`config.mk`:
```
export PLATFORM = sky130hd
export DESIGN_NAME = isakmp_payload_chain_parser
export DESIGN_NICKNAME = d
export VERILOG_FILES = /design/src/rtl/ipcp_pkg.sv /design/src/rtl/isakmp_payload_chain_parser.sv
export SDC_FILE = /design/constraint.sdc
export NUM_CORES = 1
export LEC_CHECK = 0
export ABC_AREA = 1
export BUFFER_PORTS_ARGS = -buffer_cell sky130_fd_sc_hd__buf_2
export CORE_UTILIZATION = 40
export DETAILED_ROUTE_END_ITERATION = 8
export SYNTH_ARGS = -nofsm -noshare
export SYNTH_HDL_FRONTEND = slang
export SYNTH_SLANG_ARGS = --single-unit
```
`constraint.sdc`:
```
create_clock -name clk_i -period 9.8 [get_ports clk_i]
set_input_delay 2.45 -clock clk_i [delete_from_list [all_inputs] [get_ports clk_i]]
set_output_delay 2.45 -clock clk_i [all_outputs]
set_load 0.02 [all_outputs]
```
`src/rtl/ipcp_pkg.sv`:
```
package ipcp_pkg;

  // largest message body the parser walks
  localparam int unsigned MaxMessageBytesDef = 65535;

  // next payload type that closes the chain
  localparam logic [7:0] IsakmpNptypeNone = 8'h00;

  // generic payload header size in bytes
  localparam logic [15:0] HdrBytes = 16'd4;

  typedef enum logic [1:0] {
    KindPayload = 2'd0,
    KindDone    = 2'd1,
    KindShort   = 2'd2,
    KindBadLen  = 2'd3
  } rec_kind_e;

  typedef struct packed {
    rec_kind_e   kind;
    logic [7:0]  ptype;
    logic [7:0]  pnext;
    logic [15:0] offset;
    logic [15:0] length;
    logic        last;
  } result_t;

endpackage

```
`src/rtl/isakmp_payload_chain_parser.sv`:
```
// ISAKMP generic payload chain parser. Message body bytes come in one request per
// cycle while in_ready_o is high; first_byte_i marks the start of a message and
// carries its first payload type and total body length. Each 4-byte generic
// header (next type, reserved, 16-bit big-endian length) gives a payload record;
// the closing done, too-few-bytes or bad-length record follows in the next output
// slot when it is decided by the same header byte (run_last_o marks the final
// record of a byte). One byte is accepted every cycle while the queue has room:
// the byte sits in an input register, the chain state is updated by a single
// pass of compare and subtract logic, and its records enter a four-entry result
// queue. A byte is processed when the queue has room for two records, so a
// stalled output side fills the queue before input stops. A byte's records go
// from the input register to the queue. Bytes outside a message produce nothing.
module isakmp_payload_chain_parser #(
  parameter int unsigned MaxMessageBytes = ipcp_pkg::MaxMessageBytesDef
) (
  input  logic        clk_i,
  input  logic        rst_ni,
  input  logic        in_valid_i,
  output logic        in_ready_o,
  input  logic [7:0]  byte_value_i,
  input  logic        first_byte_i,
  input  logic [7:0]  start_type_i,
  input  logic [15:0] message_length_i,
  output logic        out_valid_o,
  input  logic        out_ready_i,
  output logic [1:0]  record_kind_o,
  output logic [7:0]  payload_type_o,
  output logic [7:0]  payload_next_o,
  output logic [15:0] payload_offset_o,
  output logic [15:0] payload_length_o,
  output logic        run_last_o
);
  import ipcp_pkg::*;

  localparam logic [15:0] MaxLen = 16'(MaxMessageBytes);

  typedef enum logic [1:0] {
    PhIdle,
    PhHeader,
    PhBody
  } phase_e;

  // input register
  logic        s1_valid_q;
  logic [7:0]  s1_byte_q;
  logic        s1_first_q;
  logic [7:0]  s1_start_q;
  logic [15:0] s1_len_q;
  logic        s1_fire;

  // chain state
  phase_e      phase_q, phase_d;
  logic [1:0]  hdr_idx_q, hdr_idx_d;
  logic [7:0]  cur_type_q, cur_type_d;
  logic [7:0]  hdr_next_q, hdr_next_d;
  logic [7:0]  len_hi_q, len_hi_d;
  logic [15:0] remain_q, remain_d;
  logic [15:0] body_left_q, body_left_d;
  logic [15:0] byte_pos_q, byte_pos_d;

  // records raised by the current byte
  result_t     res0, res1;
  logic [1:0]  n_res;

  // result queue
  result_t     queue_q [4];
  logic [1:0]  wr_ptr_q, rd_ptr_q;
  logic [2:0]  count_q;
  logic        pop;

  assign s1_fire    = s1_valid_q && (count_q <= 3'd2);
  assign in_ready_o = !s1_valid_q || s1_fire;
  assign pop        = out_valid_o && out_ready_i;

  always_ff @(posedge clk_i or negedge rst_ni) begin
    if (!rst_ni) begin
      s1_valid_q <= 1'b0;
    end else if (in_ready_o) begin
      s1_valid_q <= in_valid_i;
    end
  end

  always_ff @(posedge clk_i) begin
    if (in_valid_i && in_ready_o) begin
      s1_byte_q  <= byte_value_i;
      s1_first_q <= first_byte_i;
      s1_start_q <= start_type_i;
      s1_len_q   <= message_length_i;
    end
  end

  // one pass over the byte held in the input register
  always_comb begin
    logic [15:0] ml;
    logic [15:0] cur;
    logic [15:0] hlen;
    logic [15:0] off;
    logic [15:0] stop;
    logic        go;

    phase_d     = phase_q;
    hdr_idx_d   = hdr_idx_q;
    cur_type_d  = cur_type_q;
    hdr_next_d  = hdr_next_q;
    len_hi_d    = len_hi_q;
    remain_d    = remain_q;
    body_left_d = body_left_q;
    byte_pos_d  = byte_pos_q;
    res0        = '0;
    res1        = '0;
    n_res       = 2'd0;
    go          = 1'b1;
    ml          = (s1_len_q > MaxLen) ? MaxLen : s1_len_q;
    cur         = '0;
    hlen        = '0;
    off         = '0;
    stop        = '0;

    // a first byte restarts the walk, abandoning any message in flight
    if (s1_first_q) begin
      cur_type_d  = s1_start_q;
      remain_d    = ml;
      byte_pos_d  = '0;
      hdr_idx_d   = '0;
      hdr_next_d  = '0;
      len_hi_d    = '0;
      body_left_d = '0;
      phase_d     = PhIdle;
      if (ml == '0 || s1_start_q == IsakmpNptypeNone) begin
        res0  = '{kind: KindDone, ptype: '0, pnext: '0, offset: '0, length: '0,
                  last: 1'b1};
        n_res = 2'd1;
        go    = 1'b0;
      end else if (ml <= HdrBytes) begin
        res0  = '{kind: KindShort, ptype: s1_start_q, pnext: '0, offset: '0,
                  length: '0, last: 1'b1};
        n_res = 2'd1;
        go    = 1'b0;
      end else begin
        phase_d = PhHeader;
      end
    end

    if (go && phase_d != PhIdle) begin
      cur        = byte_pos_d;
      byte_pos_d = cur + 16'd1;
      if (phase_d == PhBody) begin
        // skipping the payload body
        body_left_d = body_left_d - 16'd1;
        if (body_left_d == '0) begin
          phase_d   = PhHeader;
          hdr_idx_d = '0;
        end
      end else begin
        case (hdr_idx_d)
          2'd0: begin
            hdr_next_d = s1_byte_q;
            hdr_idx_d  = 2'd1;
          end
          2'd1: begin
            hdr_idx_d = 2'd2;
          end
          2'd2: begin
            len_hi_d  = s1_byte_q;
            hdr_idx_d = 2'd3;
          end
          default: begin
            // last header byte: the whole header is known
            hdr_idx_d = 2'd0;
            hlen      = {len_hi_d, s1_byte_q};
            off       = cur - 16'd3;
            if (hlen < HdrBytes || hlen > remain_d) begin
              phase_d = PhIdle;
              res0    = '{kind: KindBadLen, ptype: cur_type_d, pnext: hdr_next_d,
                          offset: off, length: hlen, last: 1'b1};
              n_res   = 2'd1;
            end else begin
              res0       = '{kind: KindPayload, ptype: cur_type_d, pnext: hdr_next_d,
                             offset: off, length: hlen, last: 1'b1};
              n_res      = 2'd1;
              remain_d   = remain_d - hlen;
              cur_type_d = hdr_next_d;
              stop       = off + hlen;
              if (remain_d == '0 || hdr_next_d == IsakmpNptypeNone) begin
                phase_d   = PhIdle;
                res0.last = 1'b0;
                res1      = '{kind: KindDone, ptype: '0, pnext: '0, offset: stop,
                              length: '0, last: 1'b1};
                n_res     = 2'd2;
              end else if (remain_d <= HdrBytes) begin
                phase_d   = PhIdle;
                res0.last = 1'b0;
                res1      = '{kind: KindShort, ptype: hdr_next_d, pnext: '0,
                              offset: stop, length: '0, last: 1'b1};
                n_res     = 2'd2;
              end else if (hlen == HdrBytes) begin
                phase_d = PhHeader;
              end else begin
                body_left_d = hlen - HdrBytes;
                phase_d     = PhBody;
              end
            end
          end
        endcase
      end
    end
  end

  always_ff @(posedge clk_i or negedge rst_ni) begin
    if (!rst_ni) begin
      phase_q     <= PhIdle;
      hdr_idx_q   <= '0;
      cur_type_q  <= '0;
      hdr_next_q  <= '0;
      len_hi_q    <= '0;
      remain_q    <= '0;
      body_left_q <= '0;
      byte_pos_q  <= '0;
    end else if (s1_fire) begin
      phase_q     <= phase_d;
      hdr_idx_q   <= hdr_idx_d;
      cur_type_q  <= cur_type_d;
      hdr_next_q  <= hdr_next_d;
      len_hi_q    <= len_hi_d;
      remain_q    <= remain_d;
      body_left_q <= body_left_d;
      byte_pos_q  <= byte_pos_d;
    end
  end

  // result queue pointers and fill level
  always_ff @(posedge clk_i or negedge rst_ni) begin
    if (!rst_ni) begin
      wr_ptr_q <= '0;
      rd_ptr_q <= '0;
      count_q  <= '0;
    end else begin
      if (s1_fire) begin
        wr_ptr_q <= wr_ptr_q + n_res;
      end
      if (pop) begin
        rd_ptr_q <= rd_ptr_q + 2'd1;
      end
      count_q <= count_q + (s1_fire ? {1'b0, n_res} : 3'd0) - {2'b00, pop};
    end
  end

  always_ff @(posedge clk_i) begin
    if (s1_fire && n_res != 2'd0) begin
      queue_q[wr_ptr_q] <= res0;
    end
    if (s1_fire && n_res == 2'd2) begin
      queue_q[wr_ptr_q + 2'd1] <= res1;
    end
  end

  assign out_valid_o      = (count_q != 3'd0);
  assign record_kind_o    = queue_q[rd_ptr_q].kind;
  assign payload_type_o   = queue_q[rd_ptr_q].ptype;
  assign payload_next_o   = queue_q[rd_ptr_q].pnext;
  assign payload_offset_o = queue_q[rd_ptr_q].offset;
  assign payload_length_o = queue_q[rd_ptr_q].length;
  assign run_last_o       = queue_q[rd_ptr_q].last;

endmodule

```
==> impl_metrics.py <==
metrics = {
    "run_status": {
        "status": "completed",
    },
    "cts": {
        "numCtsBuffers": 38,
        "cts_resized": 0,
        "cts.reportedPaths.clkPinSlew_ns": 0.06,
        "clockBufferDepth": 3,
        "htreeDepth": 2,
        "cts_tree": "yes",
        "post-cts-setup-buffers": 0,
        "root_buffer": "clkbuf_16",
        "cts_sinks": 321,
        "hold_buffers": 0,
        "worstSkewPairLatency_ns": 0.57,
    },
    "synth": {
        "synth.cell_area_mm2": 0.0183,
        "syn_nets": 2472,
        "synth_ff_type": "edfxtp_1",
        "synth_area_per_cell_um2": 7.65,
        "yosys.area.top_type": "edfxtp_1",
        "synth_top_area_share": 0.232,
        "syn_inst": 2389,
        "ys_seq_elements": 321,
        "ys_seq_area_frac": 0.452,
        "async_flop_share": 0.262,
        "synth_warnings": 0,
        "synth_most_common_cell": "nand2_1",
        "synth_common_cells": "nand2_1 (445), inv_1 (331), nor2_1 (290)",
        "ys_types": 49,
        "synthTopCellsByArea": "edfxtp_1 (23%), dfrtp_1 (11%), dfxtp_1 (11%), nand2_1 (9.1%), o21ai_0 (7.5%)",
        "synth_edf_count": 141,
    },
    "timing": {
        "rsz0062_at_grt": "no",
        "worstMarginPinSlew_ns": 1.13,
        "report.final.slew_viol_count": 0,
        "tns_ns": 0,
        "setup_viol": 0,
        "hold_slack_ns": 0.465,
        "period_share": 0.643,
        "hold_viol": 0,
        "fin_skew_ns": 0.0202,
        "period_minus_slack_ns": 6.30,
        "fmaxAchievable_ghz": 0.159,
        "slew_headroom": 0.245,
    },
    "critical_path": {
        "worst_setup_path_end_kind": "flop",
        "path_cells": "buf_4 > o21ai_0 > ha_1 > nand2_1 > nor2_1 > nand2_1 > nand3_1 > nand2_1 > nand2_1 > nand2_1 > a21oi_1 > o21ai_2 > nor2_4 > nand2_2 > nor2_8 > nand2_4 > nand2_1 > buf_4",
        "r2r_start": "s1_first_q$_DFFE_PP_",
        "rrSetupSlack_ns": 3.50,
        "start_kind": "flop",
        "path_class": "reg -> reg",
        "cp_data_required_time_ns": 10.04,
        "ff2ff_path_depth": 18,
        "critPathMaxFanout": 60,
        "crit_family": "simple AND/OR/NAND/NOR gates",
        "critPathMostFrequentCell": "nand2_1",
        "slowest_stage": "edfxtp_1",
        "r2r-end": "queue_q[3][45]$_DFFE_PP_",
        "crit_arrival_ns": 6.54,
        "critPathBufInv": 2,
        "max_stage_delay_ns": 1.01,
    },
    "drt": {
        "drtAntennaViolNets": 0,
        "dr.pass1.iters": 5,
        "wl_per_cell_um": 18.2,
        "vias": 16494,
        "top_layer_used": "met4",
        "viasPerCell": 5.43,
        "routed-wl-met2_mm": 25.1,
        "wl_met1_mm": 24.9,
        "drt_iter0_markers": 1478,
        "drc_errors": 0,
        "routed_wl_mm": 55.3,
        "wl_met3_mm": 3.48,
    },
    "die": {
        "start_util": 0.410,
        "core_mm2": 0.0446,
        "die-area_mm2": 0.0466,
        "die_y_um": 216,
        "die_w_um": 216,
        "rows": 77,
        "ios": 90,
    },
    "pwr": {
        "leakage_nw": 9.30,
        "p_int_mw": 3.34,
        "swShare": 0.446,
        "p_sw_mw": 2.69,
        "clkPwrFrac": 0.235,
        "ir_drop_v": 0.000147,
        "power_density_mw_per_mm2": 295,
        "combPwrFrac": 0.476,
        "total_power_mw": 6.03,
        "p_seq_frac": 0.289,
    },
    "placement": {
        "routabilityCongestion": 0.949,
        "dpl.hpwl_mm": 37.4,
        "placed_cell_area_mm2": 0.0192,
        "portBuffers": 89,
        "dp_cells": 2971,
    },
    "layout": {
        "layoutNonFillerInstCount": 3040,
        "antennaDiodeCount": 0,
        "nFillCells": 4414,
        "fin_nets": 2502,
        "area_delta_synth_final_pct": 11.6,
        "ff_latch_area_mm2": 0.00826,
        "layout-drive-gt1-share": 0.0874,
        "final_area_mm2": 0.0204,
        "multi_input_area_mm2": 0.00826,
    },
    "run": {
        "max_cap_violations": 0,
    },
    "min_path": {
        "hold_start": "queue_q[2][35]$_SDFFE_PP0N_",
        "hold_path.class": "reg -> reg",
        "hold_path_end": "queue_q[2][35]$_SDFFE_PP0N_",
        "holdPathStages": 2,
    },
    "grt": {
        "grt_pass1_wl_mm": 86.9,
        "grt_usage": 0.237,
        "grt_overflow_total": 0,
        "grt_max_degree": 69,
        "grt_pass1_vias": 15663,
        "grt_antenna_before_repair": 0,
    },
}
cells in the final DEF, fill, tap and decap left out, drive strengths merged:
| master | Yosys | final |
|---|---|---|
| o21bai | 2 | 2 |
| ha | 43 | 43 |
| bufinv | 0 | 2 |
| nor4 | 14 | 14 |
| a21oi | 78 | 78 |
| fa | 3 | 3 |
| o31ai | 1 | 1 |
| o2111ai | 1 | 1 |
| nand4 | 19 | 19 |
| nand2 | 454 | 454 |
| o22ai | 134 | 134 |
| dfrtp | 84 | 84 |
| clkinv | 5 | 7 |
| xnor2 | 11 | 11 |
| nor3 | 19 | 19 |
| nor2 | 299 | 299 |
| buf | 34 | 114 |
| and2 | 3 | 3 |
| nand3b | 4 | 4 |
| nand3 | 67 | 67 |
| clkbuf | 90 | 61 |
| o21a | 1 | 1 |
| a21boi | 2 | 2 |
| dfxtp | 96 | 96 |
| a31oi | 76 | 76 |
| o21ai | 294 | 294 |
| edfxtp | 141 | 141 |
| nor3b | 1 | 1 |
| inv | 333 | 337 |
| o211ai | 28 | 28 |
| or2 | 8 | 8 |
| xor2 | 44 | 44 |
worst max path at each step:
stage / startpoint / end / cells past startpoint
2_1_floorplan: s1_first_q$_DFFE_PP_ / queue_q[1][0]$_DFFE_PP_ / 24
3_3_place_gp: s1_first_q$_DFFE_PP_ / queue_q[3][18]$_DFFE_PP_ / 13
3_5_place_dp: s1_first_q$_DFFE_PP_ / queue_q[3][18]$_DFFE_PP_ / 18
4_1_cts: s1_first_q$_DFFE_PP_ / queue_q[3][47]$_DFFE_PP_ / 18
5_1_grt: s1_first_q$_DFFE_PP_ / queue_q[3][48]$_DFFE_PP_ / 18
6_report: s1_first_q$_DFFE_PP_ / queue_q[3][45]$_DFFE_PP_ / 18
final cells by class:
cell class,instances,share of cell area
Tap cell,592,0.0363
Timing Repair Buffer,114,0.0311
Inverter,338,0.0623
Multi-Input combinational cell,1606,0.405
Clock inverter,8,0.00552
Sequential cell,321,0.405
Clock buffer,61,0.0555
sequential cells by signal, indices dropped and copies added (netlist names):
name         cells
s1_start_q       8
rd_ptr_q         2
phase_q          2
hdr_next_q       8
remain_q        16
wr_ptr_q         2
len_hi_q         8
count_q          3
s1_first_q       1
hdr_idx_q        2
body_left_q     16
s1_len_q        16
s1_byte_q        8
cur_type_q       8
byte_pos_q      16
queue_q        204
s1_valid_q       1
stage by stage:
stage | setup slack (ns) | util
global route | 2.95 | 0.458
finish | 3.50 | 0.458
CTS | 3.50 | 0.458
global placement | 3.66 | 0.430
detailed placement | 3.54 | 0.430
floorplan | 5.17 | -
power groups by stage:
stage / sequential, mW / clock, mW / combinational, mW
2_1_floorplan: 1.73 / 0 / 2.05
3_3_place_gp: 1.76 / 0 / 2.81
3_5_place_dp: 1.77 / 0 / 2.85
4_1_cts: 1.74 / 1.45 / 2.85
5_1_grt: 1.77 / 1.50 / 3.21
6_report: 1.74 / 1.41 / 2.87
logic make-up (layout without fill, tap and decap cells):
family,count (synthesis),in the layout,synth area share
AND/OR/NAND/NOR,888,888,0.203
AO/OA/AOI/OAI,617,617,0.188
adder cells (fa/ha/maj),46,46,0.0327
XOR/XNOR,55,55,0.0263
flip-flops,321,321,0.452
buffers and inverters,462,521,0.0981
tightest hold or removal path, delay by kind of cell (launching register included):
kind	cells	cell delay (ns)
buffers and inverters	1	0.04
flip-flops	1	0.32
AO/OA/AOI/OAI	1	0.08
metal layers:
metal | global-route usage | vias up
met5 | 0 | -
met4 | 0.0908 | 0
met3 | 0.0358 | 111
met2 | 0.380 | 572
met1 | 0.323 | 7756
li1 | - | 8055
Note: power is estimated with default switching activity, not from simulation.
